## src/rtl/assert_macros.svh

```systemverilog
// Assertion macros shared by the RTL files.
// Needs clk_i and rst_ni in the scope where a macro is used.
`ifndef ASSERT_MACROS_SVH
`define ASSERT_MACROS_SVH

// Checked on every rising clock edge outside reset.
`define ISQRT_ASSERT(lbl, prop, msg) \
  lbl: assert property (@(posedge clk_i) disable iff (!rst_ni) prop) else $error(msg);

// Checked on every rising clock edge, reset included.
`define ISQRT_ASSERT_ALWAYS(lbl, prop, msg) \
  lbl: assert property (@(posedge clk_i) prop) else $error(msg);

`endif

```

## src/rtl/isqrt_pkg.sv

```systemverilog
// Shared widths, constants and controller-to-datapath types of the square root block.
// No dependencies.
package isqrt_pkg;

  localparam int DATA_WIDTH = 32;
  localparam int VALUE_W    = 32;
  localparam int ROOT_W     = 17;
  // Root bits produced, two operand bits consumed per step.
  localparam int ROOT_BITS  = (DATA_WIDTH + 1) / 2;
  localparam int OP_W       = 2 * ROOT_BITS;
  localparam int REM_W      = ROOT_BITS + 2;
  localparam int CNT_W      = (ROOT_BITS > 1) ? $clog2(ROOT_BITS) : 1;

  localparam logic [CNT_W-1:0] LAST_STEP = CNT_W'(ROOT_BITS - 1);
  localparam logic signed [ROOT_W-1:0] NEG_ROOT = '1;

  typedef struct packed {
    logic load;      // capture a new operand, clear root and remainder
    logic step;      // one root bit
    logic load_out;  // move the finished root into the output register
  } isqrt_cmd_t;

endpackage

```

## src/rtl/isqrt_if.sv

```systemverilog
// Request and response channels of the square root block.
// Depends on isqrt_pkg.
interface isqrt_req_if import isqrt_pkg::*; ();
  logic                      valid;
  logic                      ready;
  logic signed [VALUE_W-1:0] value;

  modport source (output valid, value, input ready);
  modport sink   (input valid, value, output ready);
endinterface

interface isqrt_rsp_if import isqrt_pkg::*; ();
  logic                     valid;
  logic                     ready;
  logic signed [ROOT_W-1:0] root;

  modport source (output valid, root, input ready);
  modport sink   (input valid, root, output ready);
endinterface

```

## src/rtl/isqrt_ctrl.sv

```systemverilog
// Controller of the square root block: request handshake, step count, output valid.
// Depends on isqrt_pkg.
module isqrt_ctrl import isqrt_pkg::*; (
  input  logic       clk_i,
  input  logic       rst_ni,
  input  logic       in_valid_i,
  output logic       in_ready_o,
  output logic       out_valid_o,
  input  logic       out_ready_i,
  output isqrt_cmd_t cmd_o
);

  typedef enum logic [1:0] {
    S_IDLE,
    S_RUN,
    S_FLUSH
  } state_e;

  state_e           state_q, state_d;
  logic [CNT_W-1:0] cnt_q, cnt_d;
  logic             out_valid_q, out_valid_d;
  logic             slot_free;

  assign slot_free = !out_valid_q || out_ready_i;

  always_comb begin
    state_d       = state_q;
    cnt_d         = cnt_q;
    cmd_o         = '0;
    unique case (state_q)
      S_IDLE: begin
        if (in_valid_i) begin
          cmd_o.load = 1'b1;
          cnt_d      = '0;
          state_d    = S_RUN;
        end
      end
      S_RUN: begin
        cmd_o.step = 1'b1;
        cnt_d      = cnt_q + CNT_W'(1);
        if (cnt_q == LAST_STEP) begin
          state_d = S_FLUSH;
        end
      end
      S_FLUSH: begin
        // wait for the output register to drain
        if (slot_free) begin
          cmd_o.load_out = 1'b1;
          state_d        = S_IDLE;
        end
      end
      default: state_d = S_IDLE;
    endcase

    if (cmd_o.load_out) begin
      out_valid_d = 1'b1;
    end else if (out_ready_i) begin
      out_valid_d = 1'b0;
    end else begin
      out_valid_d = out_valid_q;
    end
  end

  always_ff @(posedge clk_i or negedge rst_ni) begin
    if (!rst_ni) begin
      state_q     <= S_IDLE;
      cnt_q       <= '0;
      out_valid_q <= 1'b0;
    end else begin
      state_q     <= state_d;
      cnt_q       <= cnt_d;
      out_valid_q <= out_valid_d;
    end
  end

  assign in_ready_o  = (state_q == S_IDLE);
  assign out_valid_o = out_valid_q;

endmodule

```

## src/rtl/isqrt_dp.sv

```systemverilog
// Datapath of the square root block: digit-by-digit root, one bit per step.
// Depends on isqrt_pkg.
module isqrt_dp import isqrt_pkg::*; (
  input  logic                      clk_i,
  input  isqrt_cmd_t                cmd_i,
  input  logic signed [VALUE_W-1:0] value_i,
  output logic signed [ROOT_W-1:0]  root_o
);

  logic [OP_W-1:0]          op_q, op_d;
  logic [REM_W-1:0]         rem_q, rem_d;
  logic [ROOT_BITS-1:0]     root_q, root_d;
  logic                     neg_q, neg_d;
  logic signed [ROOT_W-1:0] out_q, out_d;
  logic [REM_W-1:0]         rem_sh;
  logic [REM_W-1:0]         trial;
  logic                     fits;

  // Shift the next two operand bits into the remainder and test root*4+1 against it.
  assign rem_sh = {rem_q[REM_W-3:0], op_q[OP_W-1 -: 2]};
  assign trial  = {root_q, 2'b01};
  assign fits   = (rem_sh >= trial);

  always_comb begin
    op_d   = op_q;
    rem_d  = rem_q;
    root_d = root_q;
    neg_d  = neg_q;
    out_d  = out_q;
    if (cmd_i.load) begin
      op_d   = OP_W'(value_i[DATA_WIDTH-1:0]);
      neg_d  = value_i[DATA_WIDTH-1];
      rem_d  = '0;
      root_d = '0;
    end
    if (cmd_i.step) begin
      op_d = op_q << 2;
      if (fits) begin
        rem_d  = rem_sh - trial;
        root_d = {root_q[ROOT_BITS-2:0], 1'b1};
      end else begin
        rem_d  = rem_sh;
        root_d = {root_q[ROOT_BITS-2:0], 1'b0};
      end
    end
    if (cmd_i.load_out) begin
      out_d = neg_q ? NEG_ROOT : ROOT_W'(root_q);
    end
  end

  always_ff @(posedge clk_i) begin
    op_q   <= op_d;
    rem_q  <= rem_d;
    root_q <= root_d;
    neg_q  <= neg_d;
    out_q  <= out_d;
  end

  assign root_o = out_q;

endmodule

```

## src/rtl/integer_square_root.sv

```systemverilog
// Top level of the integer square root block: controller, datapath, checks.
// Depends on isqrt_pkg, isqrt_if, isqrt_ctrl, isqrt_dp and assert_macros.svh.
//
//   channel  dir  payload         meaning
//   req_i    in   value  [31:0]   signed operand
//   rsp_o    out  root   [16:0]   floor root, all ones for a negative operand
//
// A request is accepted in the idle state, then each root bit goes through the shared
// compare-subtract, one step per bit, and the flush state loads the output register.
// A new request is taken once the previous one has reached the output register.
// A stalled response holds the block in its flush state until the register drains.
// Reset clears the controller only; there is no per-item state to clear.
`include "assert_macros.svh"

module integer_square_root import isqrt_pkg::*; (
  input  logic              clk_i,
  input  logic              rst_ni,
  isqrt_req_if.sink         req_i,
  isqrt_rsp_if.source       rsp_o
);

  isqrt_cmd_t cmd;

  isqrt_ctrl u_ctrl (
    .clk_i       (clk_i),
    .rst_ni      (rst_ni),
    .in_valid_i  (req_i.valid),
    .in_ready_o  (req_i.ready),
    .out_valid_o (rsp_o.valid),
    .out_ready_i (rsp_o.ready),
    .cmd_o       (cmd)
  );

  isqrt_dp u_dp (
    .clk_i   (clk_i),
    .cmd_i   (cmd),
    .value_i (req_i.value),
    .root_o  (rsp_o.root)
  );

  `ISQRT_ASSERT(a_busy_after_req, req_i.valid && req_i.ready |=> !req_i.ready,
                "request taken while a root is still in progress")
  `ISQRT_ASSERT(a_neg_all_ones, rsp_o.valid && rsp_o.root[ROOT_W-1] |-> rsp_o.root == NEG_ROOT,
                "negative response is not all ones")
  `ISQRT_ASSERT(a_one_cmd, $onehot0({cmd.load, cmd.step, cmd.load_out}),
                "controller issued more than one datapath command")
  `ISQRT_ASSERT_ALWAYS(a_reset_idle, !rst_ni |-> !rsp_o.valid,
                       "response valid during reset")

endmodule

```

## src/flat_wrapper.sv

```systemverilog
// flat-port wrapper written by rule: the top's interface ports become plain ports
module integer_square_root_flat import isqrt_pkg::*;
  (clk_i, rst_ni, req_i_valid, req_i_value, req_i_ready, rsp_o_valid, rsp_o_root, rsp_o_ready);
  isqrt_req_if req_i_i ();
  isqrt_rsp_if rsp_o_i ();
  input  logic clk_i;
  input  logic rst_ni;
  input wire logic [$bits(req_i_i.valid)-1:0] req_i_valid;
  input wire logic [$bits(req_i_i.value)-1:0] req_i_value;
  output wire logic [$bits(req_i_i.ready)-1:0] req_i_ready;
  output wire logic [$bits(rsp_o_i.valid)-1:0] rsp_o_valid;
  output wire logic [$bits(rsp_o_i.root)-1:0] rsp_o_root;
  input wire logic [$bits(rsp_o_i.ready)-1:0] rsp_o_ready;
  assign req_i_i.valid = req_i_valid;
  assign req_i_i.value = req_i_value;
  assign req_i_ready = req_i_i.ready;
  assign rsp_o_valid = rsp_o_i.valid;
  assign rsp_o_root = rsp_o_i.root;
  assign rsp_o_i.ready = rsp_o_ready;
  integer_square_root u_core (.clk_i(clk_i), .rst_ni(rst_ni), .req_i(req_i_i), .rsp_o(rsp_o_i));
endmodule
```

## config.mk

```make
export PLATFORM = sky130hd
export DESIGN_NAME = integer_square_root_flat
export DESIGN_NICKNAME = d
export VERILOG_FILES = /design/src/rtl/isqrt_pkg.sv /design/src/rtl/isqrt_if.sv /design/src/rtl/isqrt_ctrl.sv /design/src/rtl/isqrt_dp.sv /design/src/rtl/integer_square_root.sv /design/src/flat_wrapper.sv
export VERILOG_INCLUDE_DIRS = /design/src /design/src/rtl
export SDC_FILE = /design/constraint.sdc
export NUM_CORES = 1
export LEC_CHECK = 0
export BUFFER_PORTS_ARGS = -buffer_cell sky130_fd_sc_hd__clkbuf_2
export CAP_MARGIN = 40
export CORE_MARGIN = 8
export CORE_UTILIZATION = 62
export CTS_CLUSTER_SIZE = 28
export DETAILED_ROUTE_END_ITERATION = 8
export GPL_ROUTABILITY_DRIVEN = 0
export GPL_TIMING_DRIVEN = 0
export PLACE_DENSITY = 0.87
export SYNTH_ARGS = -nofsm -noshare
export SYNTH_HDL_FRONTEND = slang
export SYNTH_SLANG_ARGS = --single-unit
```

## constraint.sdc

```tcl
create_clock -name clk_i -period 3.7 [get_ports clk_i]
set_input_delay 0.74 -clock clk_i [delete_from_list [all_inputs] [get_ports clk_i]]
set_output_delay 0.74 -clock clk_i [all_outputs]
set_load 0.1 [all_outputs]
```

==> run summary <==
result of the run - completed
total overflow reported by the global router - 0
area of the core region - 7180 um^2
global routing usage on met3 - 4.05%
std cell rows - 31
Clk pin slew, worst setup/hold paths - 100 ps
critical path data required time - 3790 ps
flip-flop and latch count after synthesis - 89
routed length per placed instance - 19.2 um
Via-to-Cell Ratio - 6.25
count of nets left with antenna violations after detail routing - 0
number of distinct library cells after synthesis - 54
DRT Wirelength - 10.8 mm
die extent in y - 102 um
synthesized-area fraction occupied by ao, oa, aoi and oai cells - 19.0%
Syn-to-layout area delta - 14.0%
Final Hold Vio Count - 0
fin. max-slew vios - 0
via count of the routed design - 3,507
Max Cap Viol - 0
category of the critical setup timing path - register to register
share of cell area taken by muxes after synthesis - 0.660%
DR iter-0 viols - 306
global routing usage on met2 - 35.1%
Worst EP arrival - 2610 ps
adder and majority gate portion of the synthesized area - 5.23%
Synth Net Count - 445
main combinational cell family by area after synthesis - compound AO/OA/AOI/OAI gates
grt met1 use - 26.5%
standby leakage power - 2.15 nW
hold_ws - 189 ps
proportion of synthesized flip-flops having asynchronous set or reset - 7.87%
final worst-path cycle share - 67.9%
Power Density - 1060 nW/um^2
CTS H-tree lvls - 3
register cell area after layout - 2620 um^2
total die area - 10,300 um^2
xor/xnor share of the synthesized area - 1.54%
Clock Skews - 13.7 ps
Peak Freq - 0.398 GHz
setup_tns - 0 ps
maximum number of pins on one net before global-route repair - 39
TritonCTS clock tree - built
worst min path class - input pin to asynchronous set/reset pin
average cell area after synthesis - 11.7 um^2
Post-CTS Hold Buffers - 0
number of fillers in the final layout - 484
proportion of synthesized chip area in sequential cells - 57.6%
VDD IR-drop max - 0.000549 V
count of cells resized by post-cts repair - 0
ANT cells - 0
top library cells by usage in the layout, fill and taps aside - 80 x sky130_fd_sc_hd__edfxtp_1, 54 x sky130_fd_sc_hd__clkbuf_2, 30 x sky130_fd_sc_hd__a22o_1
Boundary Pins - 55
wire length of the first global-routing pass - 17.0 mm
cell at the root of the clock tree - sky130_fd_sc_hd__clkbuf_8
net count reported at finish - 512
simple-gate portion of the synthesized area - 12.0%
count of yosys warnings during synthesis - 0
via count of the first global-routing pass - 3,499
number of optimization iterations in the first detailed-route pass - 5
Bufs on Longest Clock Path - 2
maximum fanout along the worst path - 10
Setup Fix Bufs, Post-CTS - 0
Num CTS Buffers - 9
Post-synth EDFFs - 80
kind of start point of the critical path - register
die width - 102 um
total setup violations reported at the end of the flow - 0
relative slew slack - 42.0%
actual slew at the worst max-slew pin - 869 ps
Multi-input gate area - 1750 um^2
count of buffers inserted at the top-level ports - 54
Worst-Skew Late Latency - 370 ps
top cell type's share of synthesized area - 52.8%
fraction of layout cells with a size suffix above 1 - 22.9%
primary flip-flop cell chosen by synthesis mapping - sky130_fd_sc_hd__edfxtp_1
post-route minimum period - 2510 ps
Starting Density - 63.4%
cell area after synthesis - 4550 um^2
DRC errors left - 0
estimated wirelength of the detail-placed design - 7.80 mm
cell type contributing the most total cell area after synthesis - sky130_fd_sc_hd__edfxtp_1
number of antenna violations at the first check in global routing - 0
busiest layer in global routing - met2
most frequent standard cell in the layout excluding fill and tap cells - sky130_fd_sc_hd__edfxtp_1
cell types occupying the most area after synthesis - sky130_fd_sc_hd__edfxtp_1 53%, sky130_fd_sc_hd__a22o_1 5.8%, sky130_fd_sc_hd__ha_1 5.2%, sky130_fd_sc_hd__dfrtp_1 3.9%, sky130_fd_sc_hd__a21oi_1 3.0%
global-route total usage across every layer - 21.5%
nature of the critical path endpoint - register
Sink Count - 89
post-synthesis instance total - 390
setup repair after global routing missed its margin - false
-- where the power goes --
group	internal (W)	switching, W	leakage, nW
combinational	0.00119	0.00175	1.12
sequential	0.00169	0.000208	0.941
clock	0.000261	0.000386	0.0915
total	0.00315	0.00234	2.15
-- cell type report --
class / instances / area share (%)
multi-input combinational: 257 / 33.8
buffer: 20 / 1.81
timing repair buffer: 56 / 6.04
clock inverter: 7 / 1.33
inverter: 24 / 1.74
sequential: 89 / 50.5
tap: 99 / 2.39
clock buffer: 9 / 2.39
-- path summary, 6_finish.rpt --
| kind | from | endpoint | slack, ps | depth (start not counted) |
|---|---|---|---|---|
| worst min-delay path | rst_ni | u_core.u_ctrl.cnt_q[2] | 190 | 1 |
| worst max register to register | u_core.u_dp.rem_q[10] | u_core.u_dp.rem_q[10] | 1190 | 8 |
| max in group asynchronous | rst_ni | u_core.u_ctrl.cnt_q[3] | 3340 | 1 |
| worst min register to register | u_core.u_dp.op_q[0] | u_core.u_dp.op_q[0] | 470 | 2 |
| worst max-delay path | u_core.u_dp.rem_q[10] | u_core.u_dp.rem_q[10] | 1190 | 8 |
| min in group clk_i | u_core.u_dp.op_q[0] | u_core.u_dp.op_q[0] | 470 | 2 |
-- state kept, by name, summed over array words and instances (netlist names) --
signal / count
u_core.u_ctrl.state_q: 2
u_core.u_dp.root_o: 17
u_core.u_ctrl.out_valid_o: 1
u_core.u_dp.rem_q: 16
u_core.u_ctrl.cnt_q: 4
u_core.u_dp.op_q: 32
u_core.u_dp.neg_q: 1
u_core.u_dp.root_q: 16
-- synthesized netlist by cell type, drive strengths merged (7+ instances only) --
library cell  instances
edfxtp               80
a21oi                30
a22o                 30
nor2                 26
inv                  23
o21ai                23
ha                   19
nand2                19
or2                  16
clkbuf               13
nand3                11
buf                   7
dfrtp                 7
nand4                 7
-- critical path, cell delays in order, from the launching register on --
cell,delay [ps]
sky130_fd_sc_hd__edfxtp_1,410
sky130_fd_sc_hd__ha_1,410
sky130_fd_sc_hd__a21o_1,290
sky130_fd_sc_hd__a21oi_2,230
sky130_fd_sc_hd__nand2_1,130
sky130_fd_sc_hd__o21a_1,260
sky130_fd_sc_hd__buf_4,200
sky130_fd_sc_hd__o22ai_1,230
sky130_fd_sc_hd__a21oi_1,100
-- routing by layer --
metal	wire [um]	part of all wire, %
met5	0	0
met4	356	3.3
met3	695	6.4
met2	5310	49
met1	4430	41
-- metrics by stage --
step           cells  instance area [um^2]  utilization, %  power [W]  setup slack, ps
6_report         561                  5180            72.2    0.00549             1190
2_1_floorplan    390                  4550               -    0.00405              351
4_1_cts          561                  5180            72.2    0.00542             1230
5_1_grt          561                  5180            72.2    0.00582             1050
3_5_place_dp     545                  4990            69.5    0.00474             1170
3_3_place_gp     543                  4940            68.9    0.00456              409
-- cell families after synthesis --
kind of cell | Yosys count
AO/OA/AOI/OAI | 120
AND/OR/NAND/NOR | 107
flip-flops | 89
buffers and inverters | 44
adder cells (fa/ha/maj) | 19
XOR/XNOR | 8
multiplexers | 3
Note: power is estimated with default switching activity, not from simulation.
